--- src/rtl/hptw_pkg.sv ---
`timescale 1ns / 1ps

package hptw_pkg;

  localparam int OFFSET_BITS  = 4;
  localparam int TABLE_LEVELS = 2;
  localparam int FRAME_COUNT  = 16;
  localparam int WORD_BITS    = 32;

  localparam int PAGE_WORDS  = 1 << OFFSET_BITS;
  localparam int PAGE_BITS   = OFFSET_BITS * TABLE_LEVELS;
  localparam int PAGE_COUNT  = 1 << PAGE_BITS;
  localparam int VA_BITS     = OFFSET_BITS * (TABLE_LEVELS + 1);
  localparam int VIRT_WORDS  = 1 << VA_BITS;
  localparam int FRAME_BITS  = $clog2(FRAME_COUNT);
  localparam int FA_BITS     = FRAME_BITS + OFFSET_BITS;
  localparam int FRAME_WORDS = FRAME_COUNT * PAGE_WORDS;
  localparam int LVL_BITS    = $clog2(TABLE_LEVELS + 1);
  localparam int STK_BITS    = (TABLE_LEVELS > 1) ? $clog2(TABLE_LEVELS) : 1;
  localparam int CNT_BITS    = OFFSET_BITS + 1;
  localparam int DIST_BITS   = PAGE_BITS + 1;

  localparam int ADDR_W    = 32;
  localparam int DATA_W    = 32;
  localparam int PA_W      = 8;
  localparam int S_TDATA_W = 64;
  localparam int M_TDATA_W = 40;

  typedef enum logic [4:0] {
    CMD_NOP,
    CMD_LOAD,
    CMD_T_RD,
    CMD_T_NEXT,
    CMD_S_INIT,
    CMD_S_RD,
    CMD_S_POP,
    CMD_S_SKIP,
    CMD_S_LEAF,
    CMD_S_PUSH,
    CMD_E_RD,
    CMD_E_NEXT,
    CMD_E_TAKE,
    CMD_P_TOP,
    CMD_CNT_CLR,
    CMD_V_RD,
    CMD_V_WR,
    CMD_V_END,
    CMD_Z_WR,
    CMD_R_RD,
    CMD_R_WR,
    CMD_LINK,
    CMD_A_WR,
    CMD_A_RD,
    CMD_OUT
  } dp_cmd_e;

  typedef struct packed {
    logic in_oor;
    logic rd_zero;
    logic last_lvl;
    logic idx_end;
    logic cnt_end;
    logic depth_zero;
    logic leaf_depth;
    logic avoid_hit;
    logic top_small;
    logic swap_hit;
    logic is_write;
    logic out_free;
  } dp_sts_t;

endpackage

--- src/rtl/hptw_ctrl.sv ---
`timescale 1ns / 1ps

module hptw_ctrl import hptw_pkg::*; (
  input  logic    clk_i,
  input  logic    rst_ni,
  input  logic    in_valid_i,
  output logic    in_ready_o,
  input  dp_sts_t sts_i,
  output dp_cmd_e cmd_o
);

  localparam logic [4:0] ST_IDLE   = 5'd0;
  localparam logic [4:0] ST_T_RD   = 5'd1;
  localparam logic [4:0] ST_T_CHK  = 5'd2;
  localparam logic [4:0] ST_S_RD   = 5'd3;
  localparam logic [4:0] ST_S_CHK  = 5'd4;
  localparam logic [4:0] ST_E_RD   = 5'd5;
  localparam logic [4:0] ST_E_CHK  = 5'd6;
  localparam logic [4:0] ST_P_TOP  = 5'd7;
  localparam logic [4:0] ST_V_RD   = 5'd8;
  localparam logic [4:0] ST_V_WR   = 5'd9;
  localparam logic [4:0] ST_P_INIT = 5'd10;
  localparam logic [4:0] ST_Z_WR   = 5'd11;
  localparam logic [4:0] ST_R_RD   = 5'd12;
  localparam logic [4:0] ST_R_WR   = 5'd13;
  localparam logic [4:0] ST_LINK   = 5'd14;
  localparam logic [4:0] ST_ACC    = 5'd15;
  localparam logic [4:0] ST_DONE   = 5'd16;

  logic [4:0] state_q, state_d;

  always_ff @(posedge clk_i or negedge rst_ni) begin
    if (!rst_ni) begin
      state_q <= ST_IDLE;
    end else begin
      state_q <= state_d;
    end
  end

  always_comb begin
    state_d    = state_q;
    cmd_o      = CMD_NOP;
    in_ready_o = 1'b0;
    case (state_q)
      ST_IDLE: begin
        in_ready_o = 1'b1;
        if (in_valid_i) begin
          cmd_o   = CMD_LOAD;
          state_d = sts_i.in_oor ? ST_DONE : ST_T_RD;
        end
      end
      ST_T_RD: begin
        cmd_o   = CMD_T_RD;
        state_d = ST_T_CHK;
      end
      ST_T_CHK: begin
        if (!sts_i.rd_zero) begin
          cmd_o   = CMD_T_NEXT;
          state_d = sts_i.last_lvl ? ST_ACC : ST_T_RD;
        end else begin
          cmd_o   = CMD_S_INIT;
          state_d = ST_S_RD;
        end
      end
      ST_S_RD: begin
        if (sts_i.idx_end) begin
          if (sts_i.depth_zero) begin
            state_d = ST_P_TOP;
          end else begin
            cmd_o = CMD_S_POP;
          end
        end else begin
          cmd_o   = CMD_S_RD;
          state_d = ST_S_CHK;
        end
      end
      ST_S_CHK: begin
        if (sts_i.rd_zero) begin
          cmd_o   = CMD_S_SKIP;
          state_d = ST_S_RD;
        end else if (sts_i.leaf_depth) begin
          cmd_o   = CMD_S_LEAF;
          state_d = ST_S_RD;
        end else begin
          cmd_o   = CMD_S_PUSH;
          state_d = ST_E_RD;
        end
      end
      ST_E_RD: begin
        if (sts_i.cnt_end) begin
          if (!sts_i.avoid_hit) begin
            cmd_o   = CMD_E_TAKE;
            state_d = ST_P_INIT;
          end else begin
            state_d = ST_S_RD;
          end
        end else begin
          cmd_o   = CMD_E_RD;
          state_d = ST_E_CHK;
        end
      end
      ST_E_CHK: begin
        if (sts_i.rd_zero) begin
          cmd_o   = CMD_E_NEXT;
          state_d = ST_E_RD;
        end else begin
          state_d = ST_S_RD;
        end
      end
      ST_P_TOP: begin
        if (sts_i.top_small) begin
          cmd_o   = CMD_P_TOP;
          state_d = ST_P_INIT;
        end else begin
          cmd_o   = CMD_CNT_CLR;
          state_d = ST_V_RD;
        end
      end
      ST_V_RD: begin
        if (sts_i.cnt_end) begin
          cmd_o   = CMD_V_END;
          state_d = ST_P_INIT;
        end else begin
          cmd_o   = CMD_V_RD;
          state_d = ST_V_WR;
        end
      end
      ST_V_WR: begin
        cmd_o   = CMD_V_WR;
        state_d = ST_V_RD;
      end
      ST_P_INIT: begin
        cmd_o = CMD_CNT_CLR;
        if (sts_i.last_lvl) begin
          state_d = sts_i.swap_hit ? ST_R_RD : ST_LINK;
        end else begin
          state_d = ST_Z_WR;
        end
      end
      ST_Z_WR: begin
        if (sts_i.cnt_end) begin
          state_d = ST_LINK;
        end else begin
          cmd_o = CMD_Z_WR;
        end
      end
      ST_R_RD: begin
        if (sts_i.cnt_end) begin
          state_d = ST_LINK;
        end else begin
          cmd_o   = CMD_R_RD;
          state_d = ST_R_WR;
        end
      end
      ST_R_WR: begin
        cmd_o   = CMD_R_WR;
        state_d = ST_R_RD;
      end
      ST_LINK: begin
        cmd_o   = CMD_LINK;
        state_d = sts_i.last_lvl ? ST_ACC : ST_T_RD;
      end
      ST_ACC: begin
        cmd_o   = sts_i.is_write ? CMD_A_WR : CMD_A_RD;
        state_d = ST_DONE;
      end
      ST_DONE: begin
        if (sts_i.out_free) begin
          cmd_o   = CMD_OUT;
          state_d = ST_IDLE;
        end
      end
      default: begin
        state_d = ST_IDLE;
      end
    endcase
  end

endmodule

--- config.mk ---
export PLATFORM = sky130hd
export DESIGN_NAME = hptw_ctrl
export DESIGN_NICKNAME = d
export VERILOG_FILES = /design/src/rtl/hptw_pkg.sv /design/src/rtl/hptw_ctrl.sv
export SDC_FILE = /design/constraint.sdc
export NUM_CORES = 1
export LEC_CHECK = 0
export BUFFER_PORTS_ARGS = -buffer_cell sky130_fd_sc_hd__buf_2
export CORE_UTILIZATION = 35
export DETAILED_ROUTE_END_ITERATION = 8
export SYNTH_ARGS = -nofsm -noshare
export SYNTH_HDL_FRONTEND = slang
export SYNTH_SLANG_ARGS = --single-unit
--- constraint.sdc ---
create_clock -name clk_i -period 4.49 [get_ports clk_i]
set_input_delay 0.6735 -clock clk_i [delete_from_list [all_inputs] [get_ports clk_i]]
set_output_delay 0.6735 -clock clk_i [all_outputs]
set_load 0.01 [all_outputs]
==> results of run 1 <==
-- power groups by stage --
stage	Combinational [uW]	Clock, uW	Sequential, uW
after global placement	278	0	126
after floorplan	259	0	69.3
after global routing	305	59.1	135
final	277	52.2	129
after CTS	274	54.1	126
after detailed placement	272	0	127
-- layout make-up --
| type | count | area share |
|---|---|---|
| sequential | 5 | 0.138 |
| timing repair buffer | 20 | 0.111 |
| multi-input combinational | 97 | 0.672 |
| clock buffer | 4 | 0.0290 |
| inverter | 3 | 0.0124 |
| tap | 27 | 0.0373 |
-- worst reg2reg max path, cell delays in order (launching register included) --
cell and delay (ns):
dfrtp_1 0.76, nor3b_1 0.48, o21ai_2 0.14, or3b_1 0.24, o22ai_1 0.09
-- synth_stat cells, drive strengths merged (2+ instances only) --
cell / count / area, sq um
a311oi: 3 / 26.3
nor2b: 7 / 43.8
buf: 8 / 41.3
o21ai: 8 / 43.8
inv: 3 / 11.3
nor3b: 2 / 20.0
a32oi: 2 / 17.5
a31oi: 3 / 18.8
a21oi: 8 / 40.0
nand3: 3 / 15.0
o22ai: 4 / 25.0
nand2b: 4 / 25.0
nor3: 5 / 25.0
nor2: 9 / 33.8
a211o: 2 / 17.5
nand2: 9 / 33.8
dfrtp: 5 / 125
clkbuf: 2 / 7.51
and3: 3 / 18.8
nor4: 2 / 12.5
o2111ai: 2 / 17.5
-- routing by layer --
layer	vias up	share of wire
li1	467	-
met1	434	0.45
met2	65	0.45
met3	0	0.097
met4	0	0
met5	-	0
-- cells by family after synthesis --
kind of cell,synth area share
AOI/OAI and AO/OA,0.375
and+or+nand+nor,0.379
DFF,0.158
muxes,0.0126
buffers and inverters,0.0757
-- path summary, 6_finish.rpt --
| check | end | cells after the start |
|---|---|---|
| worst max-delay path | cmd_o[2] | 5 |
| worst min-delay path | state_q[4]$_DFFE_PN0P_ | 1 |
| worst max register to register | state_q[4]$_DFFE_PN0P_ | 4 |
| worst min register to register | state_q[0]$_DFFE_PN0P_ | 1 |
| max in group asynchronous | state_q[1]$_DFFE_PN0P_ | 1 |
| min in group clk_i | state_q[4]$_DFFE_PN0P_ | 2 |
-- through the flow --
stage / setup slack (ns) / power (uW) / hold WS [ns] / utilization / instance area (sq um)
after floorplan: 2.33 / 328 / 0.378 / - / 793
after global placement: 2.05 / 404 / 0.489 / 0.430 / 878
after detailed placement: 2.06 / 399 / 0.497 / 0.430 / 878
after CTS: 1.88 / 454 / 0.237 / 0.443 / 905
after global routing: 1.72 / 499 / 0.228 / 0.443 / 905
final: 1.84 / 458 / 0.240 / 0.443 / 905
==> reports/results.tsv, run 1 <==
metric	value	unit
ANT cells	0	
Critical Path RT	3.82	ns
GP Congestion	0.897	
clk buf depth	2	
I/O pin count	21	
status	finished, final reports clean	
Gate power share	0.604	
post-DP HPWL	1780	microns
Hold Fails Final Rpt	0	
fin nets	145	
Final setup viols	0	
first-pass GRT wire length	3910	microns
delay of the slowest critical-path stage	0.60	ns
CTS Hold Bufs	0	
fin cells	156	
RSZ-0062 raised after global routing	no	
Initial Util	0.388	
drt drc	0	
Syn Nets	130	
clock slew at reported path FFs	0.05	ns
max cap viols	0	
Slew Limit Fails	0	
CP Launch Type	flop	
DRT iter0 DRCs	78	
R2R Setup Slk	2.66	ns
IR drop worst, VDD	0.227	mV
clock share of power	0.114	
WS Path Type	reg2out	
largest net degree at the start of global routing	25	
vias in the first global route	843	
synthesized area per cell	6.90	sq um
share of cells above drive strength 1	0.209	
routed vias	966	
total routed wirelength	2360	microns
Reg area	125	sq um
Hold Crit Class	in2async	
multi-input logic area	608	sq um
CP Data Arrival Time	1.98	ns
maximum fanout along the worst path	20	
crit path max-delay cell type	dfrtp_1	
Row Count	16	
most frequent cells in the layout	buf_2 (20), nor2_1 (9), nand2_1 (9)	
DIE WIDTH	49.6	microns
M1 GR Usage	0.300	
Post-synth EDFFs	0	
Syn-to-layout area delta	14.0	%
H-tree depth	1	
fin crit period	2.65	ns
max reg flops	5	
Yosys reg bits	5	
Synthesis Warnings	0	
crit-path cells	or3_1 -> nor2_1 -> a21oi_1 -> o2111ai_1 -> buf_2	
post_cts resized	0	
NetSw	235	uW
Critical Path Source	state_q[0]$_DFFE_PN0P_	
sequential cell area fraction in the yosys report	0.158	
TritonCTS buffer count	3	
Pwr Density	506	nW/um^2
Worst Setup End Kind	output pin	
Remaining Overflow, GRT	0	
Root Driver	clkbuf_4	
DP Cell Count	152	
synth unique cells	48	
antenna-violating nets left	0	
M3 GR Usage	0.0309	
Buf/Inv on CP	1	
gr usage total	0.205	
crit share post-route	0.590	
clk sink count	5	
M2 GR Usage	0.306	
I/O Buffers	20	
family with the most delay on the worst path	simple AND/OR/NAND/NOR gates	
Synth Flop Type	dfrtp_1	
via/cell ratio	6.19	
Lkg Pwr	0.000386	uW
clock skew	0.00347	ns
initial antenna violation count	0	
routed wire length per instance	15.1	microns
Async SR Flop Fraction	1.00	
Reg2Reg Launch Point	state_q[3]$_DFFE_PN0P_	
setup tns final	0	ns
filler cell count in the final layout	225	
setup bufs post-CTS	0	
GRT busiest layer	met2	
core area	2040	sq um
Die Y-Extent	49.6	microns
commonest non-fill, non-tap cell in the layout	buf_2	
Slew HR	0.556	
Fmax	0.377	GHz
Die ar.	2460	sq um
P_int	223	uW
Flop pwr share	0.282	
Pre-antenna DRT Iters	4	
CTS tree	done	
biggest regs	state_q: 5 flops	
Net Sw Frac	0.514	
Post-Synthesis Cells	115	
clk_lat worst skew	0.24	ns
worst slew pin tran	0.666	ns
Most flops, register	state_q	
Synth Cell Area	793	sq um
Note: power is estimated with default switching activity, not from simulation.
==> run 2: changes to the inputs <==
ABC_AREA = 1   (was unset)
CORE_ASPECT_RATIO = 1.75   (was unset)
clock period = 2.7 ns   (was 4.49 ns; I/O delays follow)
==> run 2 against run 1 <==
  * Global-route usage up 4.2 points
  * Utilization up 0.94 points
  * Sequential share of layout area down 1.7 points
  * Highest routed layer is now met4
  * Critical path depth up 3
  * Total power up 130%
  * Synthesized cell count up 37%
  * Cell count up 33%
  * Area after synthesis up 6.6%
  * Combinational power rose to 2.7 times the previous value
  * Register-to-register slack worse by 1.5 ns
  * Largest cell class unchanged
==> reports/results.tsv, run 2 <==
metric	value	unit	change
Syn-to-layout area delta	21.6	%	was 14.0%
Critical Path RT	2.30	ns	was 3.82 ns
Worst Setup End Kind	output pin		unchanged
delay of the slowest critical-path stage	0.44	ns	was 0.60 ns
top-count cell post-synth	nand2_1		
via/cell ratio	5.42		was 6.19
routed vias	1122		was 966
clk_lat worst skew	0.22	ns	was 0.24 ns
GP Congestion	1.05		was 0.897
Row Count	23		was 16
Gate power share	0.713		was 0.604
synth unique cells	21		was 48
I/O Buffers	20		unchanged
gr usage total	0.247		was 0.205
max cap viols	0		unchanged
area leader, netlist	nand2_1		was dfrtp_1
NetSw	598	uW	was 235 uW
DP Cell Count	202		was 152
Post-Synthesis Cells	158		was 115
maximum fanout along the worst path	8		was 20
Fmax	0.466	GHz	
Root Driver	clkbuf_8		was clkbuf_4
Pwr Density	1030	nW/um^2	was 506 nW/um^2
synthesized area per cell	5.35	sq um	was 6.90 sq um
DRT iter0 DRCs	58		was 78
clock skew	0.000843	ns	was 0.00347 ns
biggest regs	state_q: 5 flops		unchanged
ANT cells	0		unchanged
DIE WIDTH	39.2	microns	was 49.6 microns
Pre-antenna DRT Iters	4		unchanged
CP Launch Type	flop		unchanged
commonest non-fill, non-tap cell in the layout	nand2_1		was buf_2
Area contributors post-synth	nand2_1 (21%), dfrtp_1 (15%), nand3_1 (12%)		was dfrtp_1 (16%), nor2b_1 (5.5%), a21oi_1 (5.0%)
post-DP HPWL	2410	microns	was 1780 microns
Async SR Flop Fraction	1.00		unchanged
CTS tree	done		unchanged
Remaining Overflow, GRT	0		unchanged
P_int	465	uW	was 223 uW
Hold Fails Final Rpt	0		unchanged
Lkg Pwr	0.000597	uW	was 0.000386 uW
R2R Setup Slk	1.18	ns	was 2.66 ns
Synth Cell Area	846	sq um	was 793 sq um
Flop pwr share	0.161		was 0.282
Post-synth EDFFs	0		unchanged
Most flops, register	state_q		unchanged
Die Y-Extent	67.0	microns	was 49.6 microns
first-pass GRT wire length	4510	microns	was 3910 microns
commonest cells in the synthesized netlist	nand2_1 (48), nor2_1 (23), nand3_1 (20)		was nand2_1 (9), nor2_1 (9), a21oi_1 (8)
routed wire length per instance	13.8	microns	was 15.1 microns
H-tree depth	1		unchanged
Slew Limit Fails	0		unchanged
status	finished, final reports clean		unchanged
post-synth top area share	0.213		was 0.158
Critical Path Source	state_q[4]$_DFFE_PN0P_		was state_q[0]$_DFFE_PN0P_
TritonCTS buffer count	3		unchanged
max reg flops	5		unchanged
Reg2Reg Launch Point	state_q[2]$_DFFE_PN0P_		was state_q[3]$_DFFE_PN0P_
Final setup viols	0		unchanged
Synth Flop Type	dfrtp_1		unchanged
IR drop worst, VDD	0.572	mV	was 0.227 mV
setup tns final	0	ns	unchanged
crit path max-delay cell type	dfrtp_1		unchanged
CP Data Arrival Time	1.74	ns	was 1.98 ns
fin cells	207		was 156
core area	2270	sq um	was 2040 sq um
crit-path cells	inv_2 -> nand2_2 -> nor2_4 -> nand3_1 -> nand2_1 -> nor2_1 -> nand4_1 -> buf_2		was or3_1 -> nor2_1 -> a21oi_1 -> o2111ai_1 -> buf_2
RSZ-0062 raised after global routing	no		unchanged
post_cts resized	0		unchanged
worst slew pin tran	0.337	ns	was 0.666 ns
Synthesis Warnings	0		unchanged
I/O pin count	21		unchanged
sequential cell area fraction in the yosys report	0.148		was 0.158
fin crit period	2.14	ns	
clk buf depth	2		unchanged
Net Sw Frac	0.563		was 0.514
r2r worst-path depth	7		was 4
Hold Crit Class	in2reg		was in2async
Yosys reg bits	5		unchanged
vias in the first global route	1069		was 843
Syn Nets	173		was 130
most frequent cells in the layout	nand2_1 (48), nor2_1 (23), nand3_1 (20), buf_2 (20), inv_1 (16)		was buf_2 (20), nor2_1 (9), nand2_1 (9)
drt drc	0		unchanged
largest net degree at the start of global routing	10		was 25
Initial Util	0.372		was 0.388
clock slew at reported path FFs	0.03	ns	was 0.05 ns
Die ar.	2620	sq um	was 2460 sq um
WS Path Type	reg2out		unchanged
share of cells above drive strength 1	0.242		was 0.209
initial antenna violation count	0		unchanged
reg-to-reg endpoint	state_q[2]$_DFFE_PN0P_		was state_q[4]$_DFFE_PN0P_
crit share post-route	0.794		
fin nets	198		was 145
clk sink count	5		unchanged
antenna-violating nets left	0		unchanged
Slew HR	0.774		was 0.556
total routed wirelength	2860	microns	was 2360 microns
crit path to	cmd_o[1]		was cmd_o[2]
clock share of power	0.126		was 0.114
## run 2: layer usage
layer  GRT usage  wire, microns  share of wire  up-vias
met1       0.252            982           0.34      496
met4       0.168            153          0.054        0
li1            -              -              -      558
met3      0.0200            160          0.056       13
met2       0.442           1560           0.55       55
met5           0              0              0        -
## run 2: power groups by stage
| stage | logic (uW) | clock network [uW] | registers (uW) |
|---|---|---|---|
| 6_report | 758 | 134 | 171 |
| 5_1_grt | 834 | 144 | 175 |
| 4_1_cts | 750 | 139 | 170 |
| 3_5_place_dp | 746 | 0 | 171 |
| 3_3_place_gp | 753 | 0 | 170 |
| 2_1_floorplan | 538 | 0 | 164 |
## run 2: kinds of logic (layout without fill, tap and decap cells)
| family | Yosys count | after routing | synth area share |
|---|---|---|---|
| and+or+nand+nor | 120 | 120 | 0.683 |
| buffers and inverters | 22 | 46 | 0.0976 |
| AOI/OAI and AO/OA | 11 | 11 | 0.0710 |
| DFF | 5 | 5 | 0.148 |
## run 2: layout make-up
type | count | area [sq um]
inverter | 21 | 78.8
tap | 25 | 31.3
sequential | 5 | 125
multi-input combinational | 131 | 638
clock buffer | 4 | 45.0
fill | 257 | 1240
timing repair buffer | 21 | 110
## run 2: through the flow
step | cell area [sq um] | power, uW | setup WS (ns) | utilization | hold WS [ns]
after floorplan | 846 | 701 | 1.10 | - | 0.109
after global placement | 973 | 923 | 0.847 | 0.428 | 0.220
after detailed placement | 973 | 917 | 0.836 | 0.428 | 0.221
after global routing | 1030 | 1150 | 0.478 | 0.452 | 0.532
after CTS | 1030 | 1060 | 0.597 | 0.452 | 0.511
final | 1030 | 1060 | 0.556 | 0.452 | 0.513
## run 2: how the worst min path moves through the flow
stage,from,endpoint,slack [ns],depth (start not counted)
after floorplan,rst_ni,state_q[0]$_DFFE_PN0P_,0.11,0
after global placement,rst_ni,state_q[0]$_DFFE_PN0P_,0.22,1
after detailed placement,rst_ni,state_q[1]$_DFFE_PN0P_,0.22,1
after CTS,sts_i[11],state_q[4]$_DFFE_PN0P_,0.51,5
after global routing,sts_i[11],state_q[4]$_DFFE_PN0P_,0.53,5
final,sts_i[11],state_q[4]$_DFFE_PN0P_,0.51,5
## run 2: worst max-delay path, delay by kind of cell (launching register included)
kind                   cells  cell delay [ns]
buffers and inverters      2             0.30
DFF                        1             0.44
and+or+nand+nor            6             0.76
## run 2: repair_timing
item                                   CTS  global route
hold buffers                             1             0
setup buffers                            0             0
endpoints found under the hold margin    5             0
